==> src/design/bdq_pkg.sv <==
// Shared constants, codes and address helpers for the bounded deque with search.
// Depends on nothing; the deque top imports it, while bdq_ram needs no package.
package bdq_pkg;

	localparam int DEPTH = 64;

	localparam int IDX_W = $clog2(DEPTH);
	localparam int CNT_W = $clog2(DEPTH + 1);

	localparam int MODE_W     = 4;
	localparam int DATA_W     = 32;
	localparam int ITEM_IDX_W = 6;
	localparam int STATUS_W   = 2;
	localparam int COUNT_W    = 7;

	// Width that holds both an item index and an entry count for range checks.
	localparam int CMP_W = (CNT_W > ITEM_IDX_W) ? CNT_W : ITEM_IDX_W;

	localparam logic [CNT_W-1:0] CNT_FULL = CNT_W'(DEPTH);

	localparam logic [MODE_W-1:0] MODE_APPEND     = 4'd0;
	localparam logic [MODE_W-1:0] MODE_PREPEND    = 4'd1;
	localparam logic [MODE_W-1:0] MODE_POP_BACK   = 4'd2;
	localparam logic [MODE_W-1:0] MODE_POP_FRONT  = 4'd3;
	localparam logic [MODE_W-1:0] MODE_FIND_FIRST = 4'd4;
	localparam logic [MODE_W-1:0] MODE_FIND_LAST  = 4'd5;
	localparam logic [MODE_W-1:0] MODE_READ       = 4'd6;
	localparam logic [MODE_W-1:0] MODE_WRITE      = 4'd7;
	localparam logic [MODE_W-1:0] MODE_CLEAR      = 4'd8;

	typedef enum logic [STATUS_W-1:0] {
		ST_OK    = 2'd0,
		ST_FULL  = 2'd1,
		ST_EMPTY = 2'd2,
		ST_RANGE = 2'd3
	} status_t;

	// Maps a logical position to a physical slot of the circular store.
	function automatic logic [IDX_W-1:0] phys_addr(input logic [IDX_W-1:0] head,
			input logic [IDX_W-1:0] pos);
		logic [IDX_W:0] sum;
		sum = {1'b0, head} + {1'b0, pos};
		if (sum >= (IDX_W + 1)'(DEPTH)) begin
			sum = sum - (IDX_W + 1)'(DEPTH);
		end
		return sum[IDX_W-1:0];
	endfunction

endpackage

==> src/design/bdq_ram.sv <==
// Generic simple dual-port RAM: one write port, one read port with registered data.
// Self-contained; no package needed.
module bdq_ram #(
	parameter int WIDTH = 32,
	parameter int DEPTH = 64
) (
	input  logic                     clk,
	input  logic                     we,
	input  logic [$clog2(DEPTH)-1:0] waddr,
	input  logic [WIDTH-1:0]         wdata,
	input  logic [$clog2(DEPTH)-1:0] raddr,
	output logic [WIDTH-1:0]         rdata
);

	logic [WIDTH-1:0] mem_q [DEPTH];

	always_ff @(posedge clk) begin
		if (we) begin
			mem_q[waddr] <= wdata;
		end
		rdata <= mem_q[raddr];
	end

endmodule

==> src/design/bounded_deque_with_search_unit.sv <==
// Bounded deque of signed 32-bit words with forward and backward linear search.
// Append, prepend, pops, write, clear, unused-mode and out-of-range or empty requests: result in
// the cycle after acceptance. Read: via S_READ, which registers the RAM data. Search: one stored
// entry compared per cycle through the registered read port of the entry RAM. busy is high while a
// read or search runs. Results are strobed by done for one cycle and cannot be stalled.
// Reset (arst_n low) empties the store at once; entry contents stay undefined until written.
module bounded_deque_with_search_unit (
	input  logic                               clk,
	input  logic                               arst_n,
	input  logic                               start,
	output logic                               busy,
	input  logic [bdq_pkg::MODE_W-1:0]         mode,
	input  logic signed [bdq_pkg::DATA_W-1:0]  data_value,
	input  logic [bdq_pkg::ITEM_IDX_W-1:0]     item_index,
	output logic                               done,
	output logic [bdq_pkg::STATUS_W-1:0]       status,
	output logic                               found,
	output logic [bdq_pkg::ITEM_IDX_W-1:0]     found_index,
	output logic signed [bdq_pkg::DATA_W-1:0]  read_value,
	output logic [bdq_pkg::COUNT_W-1:0]        count_now
);

	import bdq_pkg::*;

	typedef enum logic [1:0] {
		S_IDLE,
		S_READ,
		S_SCAN
	} state_t;

	state_t                   state_q;
	logic [CNT_W-1:0]         count_q;
	logic [IDX_W-1:0]         head_q;
	logic [IDX_W-1:0]         pos_q;
	logic [CNT_W-1:0]         rem_q;
	logic                     dir_q;
	logic [DATA_W-1:0]        key_q;
	logic                     v_s1;
	logic [IDX_W-1:0]         pos_s1;

	logic                     done_q;
	logic [STATUS_W-1:0]      status_q;
	logic                     found_q;
	logic [ITEM_IDX_W-1:0]    found_index_q;
	logic [DATA_W-1:0]        read_value_q;
	logic [COUNT_W-1:0]       count_now_q;

	logic                     accept;
	logic                     in_range;
	logic                     is_full;
	logic                     is_empty;
	logic [IDX_W-1:0]         lg_idx;
	logic [IDX_W-1:0]         head_dec;
	logic [IDX_W-1:0]         head_inc;
	logic                     ram_we;
	logic [IDX_W-1:0]         ram_waddr;
	logic [IDX_W-1:0]         ram_raddr;
	logic [DATA_W-1:0]        rd_data;
	logic                     hit;

	assign busy     = (state_q != S_IDLE);
	assign accept   = start && !busy;
	assign in_range = CMP_W'(item_index) < CMP_W'(count_q);
	assign is_full  = (count_q == CNT_FULL);
	assign is_empty = (count_q == '0);
	assign lg_idx   = IDX_W'(item_index);
	assign head_dec = (head_q == '0) ? IDX_W'(DEPTH - 1) : head_q - 1'b1;
	assign head_inc = (head_q == IDX_W'(DEPTH - 1)) ? '0 : head_q + 1'b1;
	assign hit      = v_s1 && (rd_data == key_q);

	assign ram_raddr = phys_addr(head_q, (state_q == S_SCAN) ? pos_q : lg_idx);

	always_comb begin
		ram_we    = 1'b0;
		ram_waddr = phys_addr(head_q, lg_idx);
		if (accept) begin
			case (mode)
				MODE_APPEND: begin
					ram_we    = !is_full;
					ram_waddr = phys_addr(head_q, IDX_W'(count_q));
				end
				MODE_PREPEND: begin
					ram_we    = !is_full;
					ram_waddr = head_dec;
				end
				MODE_WRITE: begin
					ram_we = in_range;
				end
				default: begin
					ram_we = 1'b0;
				end
			endcase
		end
	end

	bdq_ram #(
		.WIDTH(DATA_W),
		.DEPTH(DEPTH)
	) u_entries (
		.clk  (clk),
		.we   (ram_we),
		.waddr(ram_waddr),
		.wdata(data_value),
		.raddr(ram_raddr),
		.rdata(rd_data)
	);

	always_ff @(posedge clk or negedge arst_n) begin
		if (!arst_n) begin
			state_q       <= S_IDLE;
			count_q       <= '0;
			head_q        <= '0;
			pos_q         <= '0;
			rem_q         <= '0;
			dir_q         <= 1'b0;
			key_q         <= '0;
			v_s1          <= 1'b0;
			pos_s1        <= '0;
			done_q        <= 1'b0;
			status_q      <= ST_OK;
			found_q       <= 1'b0;
			found_index_q <= '0;
			read_value_q  <= '0;
			count_now_q   <= '0;
		end else begin
			done_q <= 1'b0;
			case (state_q)
				S_IDLE: begin
					v_s1 <= 1'b0;
					if (accept) begin
						status_q      <= ST_OK;
						found_q       <= 1'b0;
						found_index_q <= '0;
						read_value_q  <= '0;
						count_now_q   <= COUNT_W'(count_q);
						done_q        <= 1'b1;
						case (mode)
							MODE_APPEND, MODE_PREPEND: begin
								if (is_full) begin
									status_q <= ST_FULL;
								end else begin
									count_q     <= count_q + 1'b1;
									count_now_q <= COUNT_W'(count_q + 1'b1);
									if (mode == MODE_PREPEND) begin
										head_q <= head_dec;
									end
								end
							end
							MODE_POP_BACK, MODE_POP_FRONT: begin
								if (is_empty) begin
									status_q <= ST_EMPTY;
								end else begin
									count_q     <= count_q - 1'b1;
									count_now_q <= COUNT_W'(count_q - 1'b1);
									if (mode == MODE_POP_FRONT) begin
										head_q <= head_inc;
									end
								end
							end
							MODE_FIND_FIRST, MODE_FIND_LAST: begin
								if (is_empty) begin
									status_q <= ST_EMPTY;
								end else begin
									// The result is reported when the scan ends.
									done_q  <= 1'b0;
									state_q <= S_SCAN;
									key_q   <= data_value;
									rem_q   <= count_q;
									dir_q   <= (mode == MODE_FIND_LAST);
									pos_q   <= (mode == MODE_FIND_LAST) ?
										IDX_W'(count_q - 1'b1) : '0;
								end
							end
							MODE_READ: begin
								if (in_range) begin
									done_q  <= 1'b0;
									state_q <= S_READ;
								end else begin
									status_q <= ST_RANGE;
								end
							end
							MODE_WRITE: begin
								if (!in_range) begin
									status_q <= ST_RANGE;
								end
							end
							MODE_CLEAR: begin
								count_q     <= '0;
								count_now_q <= '0;
							end
							default: begin
								status_q <= ST_OK;
							end
						endcase
					end
				end
				S_READ: begin
					read_value_q <= rd_data;
					done_q       <= 1'b1;
					state_q      <= S_IDLE;
				end
				S_SCAN: begin
					// Addresses go out one per cycle; each compare sees the data in the following cycle.
					if (rem_q != '0) begin
						pos_q  <= dir_q ? pos_q - 1'b1 : pos_q + 1'b1;
						rem_q  <= rem_q - 1'b1;
						v_s1   <= 1'b1;
						pos_s1 <= pos_q;
					end else begin
						v_s1 <= 1'b0;
					end
					if (hit) begin
						found_q       <= 1'b1;
						found_index_q <= ITEM_IDX_W'(pos_s1);
						done_q        <= 1'b1;
						v_s1          <= 1'b0;
						state_q       <= S_IDLE;
					end else if (v_s1 && rem_q == '0) begin
						done_q  <= 1'b1;
						v_s1    <= 1'b0;
						state_q <= S_IDLE;
					end
				end
				default: begin
					state_q <= S_IDLE;
				end
			endcase
		end
	end

	assign done        = done_q;
	assign status      = status_q;
	assign found       = found_q;
	assign found_index = found_index_q;
	assign read_value  = read_value_q;
	assign count_now   = count_now_q;

`ifndef SYNTHESIS
	a_count_bound: assert property (@(posedge clk) disable iff (!arst_n)
		count_q <= CNT_FULL)
		else $error("entry count exceeds capacity");

	a_done_idle: assert property (@(posedge clk) disable iff (!arst_n)
		done_q |-> state_q == S_IDLE)
		else $error("result strobed while a request is still running");

	a_compare_in_scan: assert property (@(posedge clk) disable iff (!arst_n)
		v_s1 |-> state_q == S_SCAN)
		else $error("search compare pending outside a scan");

	a_scan_rem: assert property (@(posedge clk) disable iff (!arst_n)
		state_q == S_SCAN |-> rem_q <= count_q)
		else $error("scan covers more entries than are stored");

	a_count_on_accept: assert property (@(posedge clk) disable iff (!arst_n)
		!$stable(count_q) |-> $past(accept))
		else $error("entry count changed without a request");
`endif

endmodule

==> config.mk <==
export PLATFORM = sky130hd
export DESIGN_NAME = bounded_deque_with_search_unit
export DESIGN_NICKNAME = d
export VERILOG_FILES = /design/src/design/bdq_pkg.sv /design/src/design/bdq_ram.sv /design/src/design/bounded_deque_with_search_unit.sv
export SDC_FILE = /design/constraint.sdc
export NUM_CORES = 2
export LEC_CHECK = 0
export BUFFER_PORTS_ARGS = -buffer_cell sky130_fd_sc_hd__clkbuf_2
export CORE_MARGIN = 10
export CORE_UTILIZATION = 32
export CTS_BUF_LIST = sky130_fd_sc_hd__clkbuf_8
export CTS_CLUSTER_SIZE = 25
export DETAILED_ROUTE_END_ITERATION = 10
export GPL_ROUTABILITY_DRIVEN = 0
export PLACE_DENSITY = 0.58
export SLEW_MARGIN = 5
export SYNTH_ARGS = -nofsm -noshare
export SYNTH_HDL_FRONTEND = slang
export SYNTH_SLANG_ARGS = --single-unit
==> constraint.sdc <==
create_clock -name clk -period 7.8 [get_ports clk]
set_clock_uncertainty 0.1 [all_clocks]
set_input_delay 0.39 -clock clk [delete_from_list [all_inputs] [get_ports clk]]
set_output_delay 0.39 -clock clk [all_outputs]
set_load 0.02 [all_outputs]
---- After elaboration in Yosys (flattened, before gate mapping) ----
Memories as Yosys holds them, arrays and structs flattened. A register that Yosys moved wholly into a read port is not among the register bits.
Cells that the tools add are included.
cells by class
  $lt $le $gt $ge ......................... 4
  $add $sub $neg .......................... 13
  multiplexer cells ....................... 62
  reduce and logical (&&, ||, !) cells .... 30
  shifts and indexed selects .............. 0
  bitwise operators ....................... 1
  $mul .................................... 0
  div/mod/pow operators ................... 0
  equal/unequal tests ..................... 26
operator list
  cell                                                       count
  two-way mux 6 bit                                          19
  one-hot mux 32 bit (2 select lines)                        1
  one-hot mux 6 bit (2 select lines)                         4
  two-way mux 7 bit                                          6
  equality test 32 bit                                       1
  two-way mux 32 bit                                         1
  subtractor 6 x 1 -> 6 bit (second input constant)          5
  adder 6 x 6 -> 7 bit                                       3
  greater-or-equal comparator 7 bit (second input constant)  3
  one-hot mux 7 bit (3 select lines)                         1
  equality test 4 x 3 -> 1 bit (second input constant)       4
  AND reduction 5 bit                                        3
  logical NOT 7 bit                                          2
  two-way mux 1 bit                                          14
  two-way mux 2 bit                                          7
  one-hot mux 7 bit (2 select lines)                         1
  subtractor 7 x 1 -> 7 bit (second input constant)          2
  adder 6 x 1 -> 6 bit (second input constant)               2
  != test 2 bit (second input constant)                      6
  equality test 4 x 2 -> 1 bit (second input constant)       2
  one-hot mux 1 bit (2 select lines)                         4
  one-hot mux 2 bit (2 select lines)                         2
  nonzero test 2 bit                                         4
  OR reduction 2 bit                                         4
  other kinds (27)                                           35
storage, ports and cells
  memories ................................ 1
  word-level logic and storage cells ...... 151
  bits of input ports ..................... 45
  latch bits .............................. 0
  memory bits (read-only) ................. 0
  RAM bits ................................ 2048
  bits in registers ....................... 110
memories
  name             depth  bits a word  rd ports  clocked after memory_dff  write ports  line           text
  u_entries.mem_q  64     32           1         1                         1            bdq_ram.sv:15  logic [WIDTH-1:0] mem_q [DEPTH];

---- Longest topological paths before layout ----
  depth in word-level cells ............... 6
  gate-level depth with buffers ........... 16
  mapped depth without buffers ............ 12

---- Cells and area by module ----
From an unflattened synthesis, not the netlist that was laid out.
second synthesis, totals
  cell total of the unflattened synthesis .. 4217
  area total of the unflattened synthesis .. 85728.5 um^2
by module, submodules not included
  module                          times used  cells an instance  area an instance (um^2)  sequential area each (um^2)
  bdq_ram                         1           3511               79039.6                  62139.6
  bounded_deque_with_search_unit  1           706                6688.9                   2752.6

---- Worst setup path before layout ----
OpenSTA, ideal clock, no wires.
  kind .................................... register to register
  from .................................... register, netlist name count_now[0]
  to ...................................... memory u_entries.mem_q[41][0] (enable)
  period minus slack after synthesis ...... 5125 ps
  buffers on the path ..................... 0
  stages on the path, launching flop included .. 10
  setup slack ............................. 2675 ps
  data arrival time ....................... 4564 ps
  cell sequence ........................... dfrtp_1 ha_1 inv_1 fa_1 nor2b_1 o21a_1 or4_1 a31oi_1 o21ai_1 nor3_1
RTL lines
  element           line
  end: declaration  bdq_ram.sv:15

---- Final worst setup path ----
  from .................................... register state_q[0]
  to ...................................... register u_entries.rdata[25] (read register of u_entries.mem_q)
on the way
  cells in the longest elaborated chain, start to end .. 5
ends and longest elaborated chain
  element                                                                                line                                   text
  start: declaration                                                                     bounded_deque_with_search_unit.sv:31   state_t state_q;
  start signal: assignment                                                               bounded_deque_with_search_unit.sv:110  state_q <= S_IDLE;
  start signal: assignment                                                               bounded_deque_with_search_unit.sv:166  state_q <= S_SCAN;
  start signal: assignment                                                               bounded_deque_with_search_unit.sv:177  state_q <= S_READ;
  equality test 2 bit *                                                                  bounded_deque_with_search_unit.sv:71   assign ram_raddr = phys_addr(head_q, (state_q == S_SCAN) ? pos_q : lg_idx);
  two-way mux 6 bit *                                                                    bounded_deque_with_search_unit.sv:71
  adder 6 x 6 -> 7 bit *                                                                 bdq_pkg.sv:42                          sum = {1'b0, head} + {1'b0, pos};
  subtractor 6 x 1 -> 6 bit / greater-or-equal comparator 7 bit (equally long branches)  bdq_pkg.sv:44, bdq_pkg.sv:43
  two-way mux 6 bit *                                                                    bdq_pkg.sv:43                          if (sum >= (IDX_W + 1)'(DEPTH)) begin
  end: declaration                                                                       bdq_ram.sv:12                          output logic [WIDTH-1:0] rdata
Every way passes the cells marked *; elsewhere a longest branch is shown, timed or not.
A chain may end at the register's enable or synchronous reset.

==> impl_metrics.json <==
{
  "min_period_ns": 5.89,
  "slew_headroom_pct": 17.8,
  "synthFlopType": "edfxtp_1",
  "setup_violations": 0,
  "htreeDepth": 5,
  "hpwl_um": 120000,
  "grt_usage_pct": 14.7,
  "power.density_nw_per_um2": 244,
  "syn_to_final_growth_pct": 14.8,
  "cts_resized": 0,
  "ios": 95,
  "netlist_area_sq_um": 86500,
  "postRouteAntennaNets": 0,
  "die_w_um": 540,
  "final-hold-violation-count": 0,
  "grt_max_degree": 84,
  "wire_per_inst_um": 26.6,
  "fin_setup_tns_ns": 0,
  "viasPerCell": 5.07,
  "clkTransAtPathRegs_ns": 0.07,
  "dr.first_iter.drc_count": 3789,
  "end_kind": "register",
  "cts_tree": "done",
  "die_h_um": 540,
  "ys_types": 75,
  "rsz0062_at_grt": "false",
  "overflow": 0,
  "drive_gt1_share_pct": 27.9,
  "route.vias.total": 42146,
  "syn_inst": 4073,
  "min_path_type": "in -> reg",
  "cts.sinks": 2190,
  "syn_nets": 4153,
  "rows": 190,
  "synth_edf_count": 2048,
  "critPathKind": "reg -> reg",
  "ys_async_sr_fraction_pct": 5.02,
  "clockRootBuffer": "clkbuf_8",
  "mostFrequentLayoutCells": "edfxtp_1, mux4_2, mux2i_1",
  "ys_seq_area_share_pct": 75.0,
  "maxCapViolCount": 0,
  "grt_pass1_wl_um": 319000,
  "nets": 4564,
  "clk_latency_ns": 0.97,
  "fin_cells": 8316,
  "cts_buffers": 349,
  "grt_pass1_vias": 44314,
  "port_buffers": 94,
  "cp.required_ns": 8.48,
  "min_period_over_period_pct": 75.5,
  "drtPass1Iterations": 5,
  "cp_max_fo": 41,
  "critical_path.startpoint_type": "register",
  "antenna_found_initial": 8,
  "critPathArrivalTime_ns": 6.57,
  "cts_buffer_depth": 4,
  "die_area_sq_um": 292000,
  "synth-seq-cells": 2190,
  "synth_area_per_cell_sq_um": 21.2,
  "core_area_sq_um": 269000,
  "slew_viol_final": 0,
  "drc_errors": 0,
  "yosysWarnings": 0,
  "initial_core_util_pct": 32.2,
  "irDropWorstVdd_uv": 148,
  "final_common_cell": "edfxtp_1",
  "status": "finished clean",
  "tightest_slew_ns": 1.23,
  "drt-total-wl_um": 221000,
  "placedCellCount": 7646,
  "reg2reg_setup_slack_ns": 1.91,
  "p_leak_uw": 0.0330,
  "fmax_ghz": 0.170
}
==> per-layer routing <==
| layer | vias up | share of wire (%) | GRT usage, % |
|---|---|---|---|
| met1 | 22634 | 42 | 19.6 |
| met3 | 374 | 5.8 | 2.41 |
| met4 | 0 | 3.1 | 4.78 |
| li1 | 17722 | - | - |
| met5 | - | 0 | 0 |
| met2 | 1416 | 49 | 24.6 |
==> registers in the layout, indices dropped and copies added (netlist names) <==
signal / flops
count_now: 7
pos_q: 6
u_entries.rdata: 32
v_s1: 1
pos_s1: 6
status: 2
head_q: 6
found_index: 6
rem_q: 7
done: 1
dir_q: 1
found: 1
state_q: 2
read_value: 32
u_entries.mem_q: 2048
key_q: 32
==> what timing repair did <==
item                                   in CTS  in global routing
endpoints found under the hold margin    1554                 24
setup buffers                               0                  0
hold buffers                               37                  1
==> synth_stat cells (all sizes together) (31+ instances only) <==
cell | instances | share of area, %
a21oi | 34 | 0.20
buf | 118 | 0.67
clkbuf | 101 | 0.44
dfrtp | 110 | 3.2
dfxtp | 32 | 0.74
edfxtp | 2048 | 71
ha | 31 | 0.45
inv | 39 | 0.17
mux2 | 35 | 0.46
mux2i | 489 | 5.7
mux4 | 512 | 13
nand2 | 119 | 0.52
nor2 | 61 | 0.27
nor3 | 54 | 0.38
o21ai | 78 | 0.45
xnor2 | 36 | 0.37
==> path summary, 6_finish.rpt <==
check | endpoint | startpoint | cells after the start
max in group asynchronous | found_index[0] | arst_n | 4
min in group asynchronous | read_value[27] | arst_n | 4
setup reg to reg | u_entries.rdata[25] | state_q[0] | 12
hold / removal | u_entries.mem_q[52][3] | data_value[3] | 2
setup / recovery | u_entries.rdata[25] | state_q[0] | 12
hold reg to reg | status[0] | status[0] | 2
==> cell type report <==
class	instances	area, sq um
fillers	24518	169000
flip-flops and latches	2190	64900
multi-input cells	1625	21000
clock buffers	386	5310
well taps	3552	4440
repair buffers	279	2220
clock inverters	240	1310
inverters	39	146
diodes	5	12.5
==> worst max-delay path, stage by stage (launching register included) <==
cell and delay, ns:
dfrtp_1 0.47, nand2b_1 0.61, o21ai_0 0.50, ha_4 0.20, inv_1 0.06, fa_4 1.42
buf_12 0.34, buf_4 0.47, mux4_2 0.38, mux2i_1 0.15, mux2i_1 0.09, mux2i_1 0.67
mux2i_1 0.15
==> logic make-up after synthesis <==
| family | share of synthesized area, % |
|---|---|
| simple gates | 1.79 |
| flops | 75.0 |
| mux | 19.4 |
| buf+inv | 1.27 |
| xor+xnor | 0.505 |
| fa+ha+maj | 0.541 |
| compound gates | 1.44 |
==> report_power, final <==
group	internal, uW	leakage (uW)	total, uW	switching [uW]
Sequential	12900	0.0200	12900	66.9
Clock	4880	0.00384	9370	4490
Combinational	796	0.00918	1930	1130
==> metrics by stage <==
step	total power, uW	worst slack [ns]	area (sq um)	util (%)	hold WS [ns]
detailed placement	15100	1.97	92300	34.3	0.362
global route	25200	1.54	99300	37.0	0.0441
global placement	15100	2.04	92300	34.3	0.359
CTS	24500	1.90	99300	37.0	0.00275
finish	24300	1.91	99300	37.0	0.0789
floorplan	14400	2.67	86500	-	-0.00559
Power figures use the tool's default switching activity.
